[config.mk]
export PLATFORM = sky130hd
export DESIGN_NAME = modular_power_and_inverse_top
export DESIGN_NICKNAME = d
export VERILOG_FILES = /design/src/hdl/mpi_pkg.sv /design/src/hdl/mpi_mulmod.sv /design/src/hdl/mpi_reduce.sv /design/src/hdl/modular_power_and_inverse_top.sv
export SDC_FILE = /design/constraint.sdc
export NUM_CORES = 1
export LEC_CHECK = 0
export ABC_AREA = 1
export BUFFER_PORTS_ARGS = -buffer_cell sky130_fd_sc_hd__buf_2
export CORE_ASPECT_RATIO = 1.4
export CORE_UTILIZATION = 30
export CTS_CLUSTER_DIAMETER = 100
export DETAILED_ROUTE_END_ITERATION = 8
export PLACE_DENSITY = 0.43
export REMOVE_ABC_BUFFERS = 1
export SKIP_CTS_REPAIR_TIMING = 1
export SLEW_MARGIN = 5
export SYNTH_ARGS = -nofsm -noshare
export SYNTH_HDL_FRONTEND = slang
export SYNTH_SLANG_ARGS = --single-unit
[constraint.sdc]
create_clock -name i_clk -period 7.6 [get_ports i_clk]
set_clock_uncertainty 0.05 [all_clocks]
set_input_delay 0.38 -clock i_clk [delete_from_list [all_inputs] [get_ports i_clk]]
set_output_delay 0.38 -clock i_clk [all_outputs]
set_load 0.03 [all_outputs]
[src/hdl/mpi_pkg.sv]
package mpi_pkg;

    localparam int MOD_W  = 31;
    localparam int BASE_W = 64;
    localparam int EXP_W  = 63;

    localparam logic [MOD_W-1:0] MODULUS_RESET = 31'd1000000007;

    typedef enum logic [2:0] {
        S_IDLE,
        S_REDUCE,
        S_FIX,
        S_STEP,
        S_MUL,
        S_SQR,
        S_DONE
    } t_state;

endpackage

[src/hdl/mpi_mulmod.sv]
module mpi_mulmod (
    input  logic                      i_clk,
    input  logic                      i_rst_n,
    input  logic                      i_start,
    input  logic [mpi_pkg::MOD_W-1:0] i_a,
    input  logic [mpi_pkg::MOD_W-1:0] i_b,
    input  logic [mpi_pkg::MOD_W-1:0] i_m,
    output logic                      o_done,
    output logic [mpi_pkg::MOD_W-1:0] o_product
);
    import mpi_pkg::*;

    localparam int CNT_W = $clog2(MOD_W);
    localparam logic [CNT_W-1:0] CNT_LAST = CNT_W'(MOD_W - 1);

    logic             r_busy;
    logic             r_done;
    logic [CNT_W-1:0] r_cnt;
    logic [MOD_W-1:0] r_a;
    logic [MOD_W-1:0] r_b;
    logic [MOD_W-1:0] r_acc;

    logic [MOD_W+1:0] n_t0;
    logic [MOD_W+1:0] n_t1;
    logic [MOD_W+1:0] n_t2;
    logic [MOD_W+1:0] w_m;

    // One multiplier bit per cycle, most significant first. The accumulator
    // stays below m, so 2*acc + a is below 3m and two subtractions suffice.
    always_comb begin
        w_m  = {2'b00, i_m};
        n_t0 = {1'b0, r_acc, 1'b0} + (r_b[MOD_W-1] ? {2'b00, r_a} : '0);
        n_t1 = (n_t0 >= w_m) ? (n_t0 - w_m) : n_t0;
        n_t2 = (n_t1 >= w_m) ? (n_t1 - w_m) : n_t1;
    end

    always_ff @(posedge i_clk) begin
        if (!i_rst_n) begin
            r_busy <= 1'b0;
            r_done <= 1'b0;
            r_cnt  <= '0;
        end else begin
            r_done <= 1'b0;
            if (i_start) begin
                r_busy <= 1'b1;
                r_cnt  <= '0;
            end else if (r_busy) begin
                r_cnt <= r_cnt + 1'b1;
                if (r_cnt == CNT_LAST) begin
                    r_busy <= 1'b0;
                    r_done <= 1'b1;
                end
            end
        end
    end

    always_ff @(posedge i_clk) begin
        if (i_start) begin
            r_a   <= i_a;
            r_b   <= i_b;
            r_acc <= '0;
        end else if (r_busy) begin
            r_acc <= n_t2[MOD_W-1:0];
            r_b   <= {r_b[MOD_W-2:0], 1'b0};
        end
    end

    assign o_done    = r_done;
    assign o_product = r_acc;

endmodule

[src/hdl/mpi_reduce.sv]
module mpi_reduce (
    input  logic                       i_clk,
    input  logic                       i_rst_n,
    input  logic                       i_start,
    input  logic [mpi_pkg::BASE_W-1:0] i_mag,
    input  logic [mpi_pkg::MOD_W-1:0]  i_m,
    output logic                       o_done,
    output logic [mpi_pkg::MOD_W-1:0]  o_rem
);
    import mpi_pkg::*;

    localparam int CNT_W = $clog2(BASE_W);
    localparam logic [CNT_W-1:0] CNT_LAST = CNT_W'(BASE_W - 1);

    logic              r_busy;
    logic              r_done;
    logic [CNT_W-1:0]  r_cnt;
    logic [BASE_W-1:0] r_mag;
    logic [MOD_W-1:0]  r_rem;

    logic [MOD_W:0] n_t;
    logic [MOD_W:0] n_r;

    // Restoring remainder: shift in one dividend bit, subtract m when it fits.
    always_comb begin
        n_t = {r_rem, r_mag[BASE_W-1]};
        n_r = (n_t >= {1'b0, i_m}) ? (n_t - {1'b0, i_m}) : n_t;
    end

    always_ff @(posedge i_clk) begin
        if (!i_rst_n) begin
            r_busy <= 1'b0;
            r_done <= 1'b0;
            r_cnt  <= '0;
        end else begin
            r_done <= 1'b0;
            if (i_start) begin
                r_busy <= 1'b1;
                r_cnt  <= '0;
            end else if (r_busy) begin
                r_cnt <= r_cnt + 1'b1;
                if (r_cnt == CNT_LAST) begin
                    r_busy <= 1'b0;
                    r_done <= 1'b1;
                end
            end
        end
    end

    always_ff @(posedge i_clk) begin
        if (i_start) begin
            r_mag <= i_mag;
            r_rem <= '0;
        end else if (r_busy) begin
            r_mag <= {r_mag[BASE_W-2:0], 1'b0};
            r_rem <= n_r[MOD_W-1:0];
        end
    end

    assign o_done = r_done;
    assign o_rem  = r_rem;

endmodule

[src/hdl/modular_power_and_inverse_top.sv]
// Modular power and Fermat inverse by square and multiply.
//
// Input stream: tuser carries the action (0 = power, 1 = inverse), tdata
// carries the signed base and the exponent. Each request gives one result on
// the output stream. The modulus is written through the config channel,
// which is always ready; write it only while no request is in flight.
//
// Operation: the base is first reduced (one dividend bit per cycle); then
// for every set exponent bit there is a multiply and, for every bit below
// the highest set one, a squaring, all on one bit-serial multiply unit (one
// multiplier bit per cycle). Inverse mode scans the 31 bits of modulus-2. A
// new request is taken only once the previous one has reached the output
// register. With a modulus of zero the result is 0, without reduction or
// multiply.
//
// Reset restores the modulus to 1000000007 and drops any request in flight.
// When the receiver stalls, a finished result waits in the output register
// and the next request can still be taken; its own result then waits until
// the register is free.
module modular_power_and_inverse_top #(
    parameter int EXPONENT_BITS = 63
) (
    input  logic         i_clk,
    input  logic         i_rst_n,
    input  logic         i_s_tvalid,
    output logic         o_s_tready,
    input  logic [127:0] i_s_tdata,   // base [63:0], exponent [126:64], zero [127]
    input  logic         i_s_tuser,   // action [0]
    output logic         o_m_tvalid,
    input  logic         i_m_tready,
    output logic [31:0]  o_m_tdata,   // result [30:0], zero [31]
    input  logic         i_cfg_valid,
    output logic         o_cfg_ready,
    input  logic [30:0]  i_cfg_data   // modulus [30:0]
);
    import mpi_pkg::*;

    localparam int EW = (EXPONENT_BITS > MOD_W) ? EXPONENT_BITS : MOD_W;

    t_state r_state;
    t_state n_state;

    logic [MOD_W-1:0] r_modulus;
    logic [MOD_W-1:0] r_base;
    logic [MOD_W-1:0] r_res;
    logic [EW-1:0]    r_exp;
    logic             r_neg;
    logic             r_out_valid;
    logic [MOD_W-1:0] r_out_data;

    logic              w_accept;
    logic [BASE_W-1:0] w_base_in;
    logic [BASE_W-1:0] w_mag;
    logic [EW-1:0]     w_exp_in;
    logic [MOD_W-1:0]  w_inv_exp;
    logic              w_load_out;

    logic             red_start;
    logic             red_done;
    logic [MOD_W-1:0] red_rem;
    logic             mul_start;
    logic             mul_done;
    logic [MOD_W-1:0] mul_a;
    logic [MOD_W-1:0] mul_product;

    assign o_s_tready  = (r_state == S_IDLE);
    assign o_cfg_ready = 1'b1;
    assign o_m_tvalid  = r_out_valid;
    assign o_m_tdata   = {1'b0, r_out_data};

    assign w_accept  = i_s_tvalid && o_s_tready;
    assign w_base_in = i_s_tdata[BASE_W-1:0];
    assign w_mag     = w_base_in[BASE_W-1] ? (~w_base_in + 64'd1) : w_base_in;
    assign w_inv_exp = (r_modulus >= 31'd2) ? (r_modulus - 31'd2) : '0;
    assign w_exp_in  = i_s_tuser ? EW'(w_inv_exp)
                                 : EW'(i_s_tdata[BASE_W +: EXPONENT_BITS]);
    assign w_load_out = (r_state == S_DONE) && (!r_out_valid || i_m_tready);

    mpi_reduce u_reduce (
        .i_clk   (i_clk),
        .i_rst_n (i_rst_n),
        .i_start (red_start),
        .i_mag   (w_mag),
        .i_m     (r_modulus),
        .o_done  (red_done),
        .o_rem   (red_rem)
    );

    mpi_mulmod u_mulmod (
        .i_clk     (i_clk),
        .i_rst_n   (i_rst_n),
        .i_start   (mul_start),
        .i_a       (mul_a),
        .i_b       (r_base),
        .i_m       (r_modulus),
        .o_done    (mul_done),
        .o_product (mul_product)
    );

    always_ff @(posedge i_clk) begin
        if (!i_rst_n) begin
            r_state <= S_IDLE;
        end else begin
            r_state <= n_state;
        end
    end

    // The step state consumes the exponent from its low end: a set bit costs
    // a multiply into the result, and the base is squared only while higher
    // bits remain.
    always_comb begin
        n_state   = r_state;
        red_start = 1'b0;
        mul_start = 1'b0;
        mul_a     = r_base;
        case (r_state)
            S_IDLE: begin
                if (w_accept) begin
                    if (r_modulus == '0) begin
                        n_state = S_DONE;
                    end else begin
                        red_start = 1'b1;
                        n_state   = S_REDUCE;
                    end
                end
            end
            S_REDUCE: begin
                if (red_done) begin
                    n_state = S_FIX;
                end
            end
            S_FIX: begin
                n_state = S_STEP;
            end
            S_STEP: begin
                if (r_exp == '0) begin
                    n_state = S_DONE;
                end else if (r_exp[0]) begin
                    mul_start = 1'b1;
                    mul_a     = r_res;
                    n_state   = S_MUL;
                end else begin
                    mul_start = 1'b1;
                    n_state   = S_SQR;
                end
            end
            S_MUL: begin
                if (mul_done) begin
                    n_state = S_STEP;
                end
            end
            S_SQR: begin
                if (mul_done) begin
                    n_state = S_STEP;
                end
            end
            S_DONE: begin
                if (w_load_out) begin
                    n_state = S_IDLE;
                end
            end
            default: begin
                n_state = S_IDLE;
            end
        endcase
    end

    always_ff @(posedge i_clk) begin
        if (!i_rst_n) begin
            r_modulus <= MODULUS_RESET;
        end else if (i_cfg_valid && o_cfg_ready) begin
            r_modulus <= i_cfg_data;
        end
    end

    always_ff @(posedge i_clk) begin
        case (r_state)
            S_IDLE: begin
                if (w_accept) begin
                    r_neg <= w_base_in[BASE_W-1];
                    r_exp <= w_exp_in;
                    r_res <= '0;
                end
            end
            S_FIX: begin
                // Lift a negative remainder into 0..m-1.
                r_base <= (r_neg && red_rem != '0) ? (r_modulus - red_rem) : red_rem;
                r_res  <= (r_modulus == 31'd1) ? '0 : 31'd1;
            end
            S_MUL: begin
                if (mul_done) begin
                    r_res    <= mul_product;
                    r_exp[0] <= 1'b0;
                end
            end
            S_SQR: begin
                if (mul_done) begin
                    r_base <= mul_product;
                    r_exp  <= r_exp >> 1;
                end
            end
            default: begin
            end
        endcase
    end

    always_ff @(posedge i_clk) begin
        if (!i_rst_n) begin
            r_out_valid <= 1'b0;
        end else begin
            if (r_out_valid && i_m_tready) begin
                r_out_valid <= 1'b0;
            end
            if (w_load_out) begin
                r_out_valid <= 1'b1;
            end
        end
    end

    always_ff @(posedge i_clk) begin
        if (w_load_out) begin
            r_out_data <= r_res;
        end
    end

    a_red_done_state: assert property (@(posedge i_clk) disable iff (!i_rst_n)
        red_done |-> (r_state == S_REDUCE))
        else $error("reduce unit finished outside the reduce state");

    a_mul_done_state: assert property (@(posedge i_clk) disable iff (!i_rst_n)
        mul_done |-> (r_state == S_MUL || r_state == S_SQR))
        else $error("multiply unit finished outside a multiply state");

    a_accept_next: assert property (@(posedge i_clk) disable iff (!i_rst_n)
        w_accept |=> (r_state == S_REDUCE || r_state == S_DONE))
        else $error("accepted request did not start");

    a_load_free: assert property (@(posedge i_clk) disable iff (!i_rst_n)
        (w_load_out && r_out_valid) |-> i_m_tready)
        else $error("output register overwritten while occupied");

endmodule
==> flow_summary.ini <==
[setup_path]
cp_num_cells = 44
cp_top_family = simple AND/OR/NAND/NOR gates
critPathArrivalTime_ps = 7540
critPathMaxFanout = 31
critPathLaunchType = register
crit_type = reg -> reg
cp_data_required_time_ps = 8050
r2r_setup_slack_ps = 510
path_buf_inv = 12
worstRegToRegCells = 44
max_stage_delay_ps = 410
end_kind = register
crit_slowest_cell = fa_1
cpMostUsedCell = nand2_1

[synthesis]
synth-async-reset-ratio_pct = 0
synth-seq-cells = 395
ys_types = 65
ys.flop_type = edfxtp_1
synth.largest_area_cell = edfxtp_1
yosys-top-cells-area = edfxtp_1 30%, nand2_1 12%, dfxtp_1 7.8%, ha_1 6.9%, inv_1 6.3%
postSynthCellCount = 3874
synth_top_area_share_pct = 29.59
yosysMostFrequentCell = nand2_1
ys_seq_area_share_pct = 37.40
syn_area_um2 = 28720
ys_top_cells_by_count = 905 x nand2_1, 483 x inv_1, 322 x nor2_1, 315 x o21ai_0, 283 x edfxtp_1
synth_edf_count = 283
syn_area_per_cell_um2 = 7.412
yosysWarnings = 0

[route]
routed_wl_mm = 107.3
postRouteAntennaNets = 0
viasPerCell = 5.009
drt_pass1_iterations = 5
initialDrtViolationCount = 1511
vias = 26800
drc_errors = 0
wl_per_cell_um = 20.06

[floorplanning]
core_area_um2 = 94350
initial_utilization_pct = 30.43
dieHeight_um = 368.1
dieArea_um2 = 96980
die_w_um = 263.5
rows = 133
ios = 200

[grt]
grt-ovfl-total = 0
track_usage_pct = 21.92
grt_antenna_before_repair = 8
grt_max_degree = 85
grt_pass1_wl_mm = 162.0
grt_pass1_vias = 27580

[cts]
insertion_delay_ps = 630
tritoncts = done
cts-htree-levels = 2
clkTransAtPathRegs_ps = 60
clockBufferDepth = 3
cts_root_buffer = clkbuf_16
cts_sinks = 395
numCtsBuffers = 47

[pwr]
p_leak_uw = 0.01436
pwr_density_cell_nw_per_um2 = 500.7
swShare_pct = 50.66
seqPwrFrac_pct = 21.4
peakVddDrop_mv = 0.3384
power_uw = 16520
clockPowerShare_pct = 13.4
intPower_uw = 8152
switchingPower_uw = 8372
p_comb_share_pct = 65.2

[timing]
tightest_slew_ps = 1021
fmax_mhz = 141.1
period_share_pct = 93.26
final-setup-viol-count = 0
setup_slack_ps = 512.2
setup_tns_ps = 0
slew_violations = 0
whs_ps = 5.130
timing_hold_violations_final = 0
relSlewSlack_pct = 31.34
grt_setup_unrepaired = false
fin_crit_ps = 7088

[layout]
nets = 4421
drive_gt1_share_pct = 9.923
stdcell_count = 5351
nFillCells = 10280
area_growth_pct = 14.93

[worst_hold_path]
min_path_type = in -> reg
worstHoldPathCells = 3

[placement]
pre_cts_ws_ps = 472.8
placed_cells = 5248
portBuffers = 196
hpwl_mm = 85.76
place_congestion = 0.9353

[outcome]
status = finished, final reports clean

[run]
drv_cap = 0
-- routing by layer --
layer	part of all wire, %	vias to the layer above	global-route usage (%)
met2	51	549	40.53
met4	5.0	4	10.39
met1	41	12480	24.89
met5	0.020	-	0
li1	-	13550	-
met3	3.1	216	2.441
-- final timing paths --
kind | from | end
max | u_mulmod.r_b[30]$_DFFE_PP_ | u_mulmod.o_product[24]$_SDFFE_PP0P_
min | i_cfg_data[9] | r_modulus[9]$_SDFFE_PN1P_
max reg2reg | u_mulmod.r_b[30]$_DFFE_PP_ | u_mulmod.o_product[24]$_SDFFE_PP0P_
min reg2reg | r_res[13]$_DFFE_PP_ | r_out_data[13]$_DFFE_PP_
-- tightest hold or removal path, cell delays in order --
cell and delay (ps):
buf_2 80, a21oi_1 100, o21ai_0 80
-- cell families (layout without fill, tap and decap cells) --
kind of cell	count (synthesis)	in the layout	share of synthesized area, %
and+or+nand+nor	1673	1673	25.09
AOI/OAI and AO/OA	816	816	15.59
buffers and inverters	620	878	8.405
DFF	395	395	37.40
xor gates and xnor gates	205	205	6.253
adders and majority gates	163	163	7.233
other	2	6	0.02615
-- registers in the layout, indices dropped and copies added, names as in the netlist --
register            count
u_mulmod.o_done         1
r_base                 31
u_reduce.o_done         1
r_res                  31
r_modulus              31
u_reduce.r_busy         1
r_neg                   1
r_out_data             31
u_mulmod.r_a           31
u_mulmod.r_cnt          5
u_mulmod.o_product     31
u_reduce.r_cnt          6
u_mulmod.r_busy         1
r_state                 3
u_reduce.o_rem         31
r_exp                  63
u_reduce.r_mag         64
u_mulmod.r_b           31
o_m_tvalid              1
-- layout make-up --
cell class	count	area (um2)	area share [%]
sequential	395	10740	32.54
tap	1215	1520	4.606
multi-input combinational	2859	15620	47.33
clock inverter	26	180.2	0.5460
inverter	498	1873	5.676
timing repair buffer	292	1804	5.467
antenna	4	10.01	0.03033
clock buffer	62	1254	3.799
-- cell usage in the layout (no fill, tap or decap), types with 5 or more instances in the layout --
cell	n
nand4_1	85
a21oi_1	271
nor3_2	5
dfxtp_1	112
clkbuf_1	14
clkinv_1	9
dlygate4sd3_1	11
a221oi_1	6
xor2_1	139
clkbuf_16	48
ha_1	157
buf_2	196
a31oi_1	25
inv_1	481
nand3_1	194
o21ai_1	72
a21boi_0	8
o21bai_1	25
buf_12	6
nand3b_1	13
o21ai_0	315
nand2_2	11
nor2_2	7
fa_1	5
nor3_1	58
clkinv_2	10
inv_2	14
nor3b_1	8
o21a_1	8
nor2_1	317
o211ai_1	37
xnor2_1	66
buf_4	79
edfxtp_1	283
a21o_1	21
nand2_1	902
nor2_4	6
nor4_1	47
-- through the flow --
stage / cell area [um2] / utilization (%)
2_1_floorplan: 28170 / -
6_report: 33000 / 34.98
3_5_place_dp: 31440 / 33.32
5_1_grt: 33000 / 34.97
4_1_cts: 32870 / 34.84
3_3_place_gp: 31440 / 33.32
-- power groups by stage --
| stage | registers (uW) | logic, uW | clock network (uW) |
|---|---|---|---|
| after floorplan | 3450 | 6780 | 0 |
| after detailed placement | 3570 | 10700 | 0 |
| after global placement | 3560 | 10700 | 0 |
| after CTS | 3530 | 10800 | 2300 |
| after global routing | 3600 | 12000 | 2360 |
| final | 3530 | 10800 | 2220 |
(Power assumes the default switching activity.)
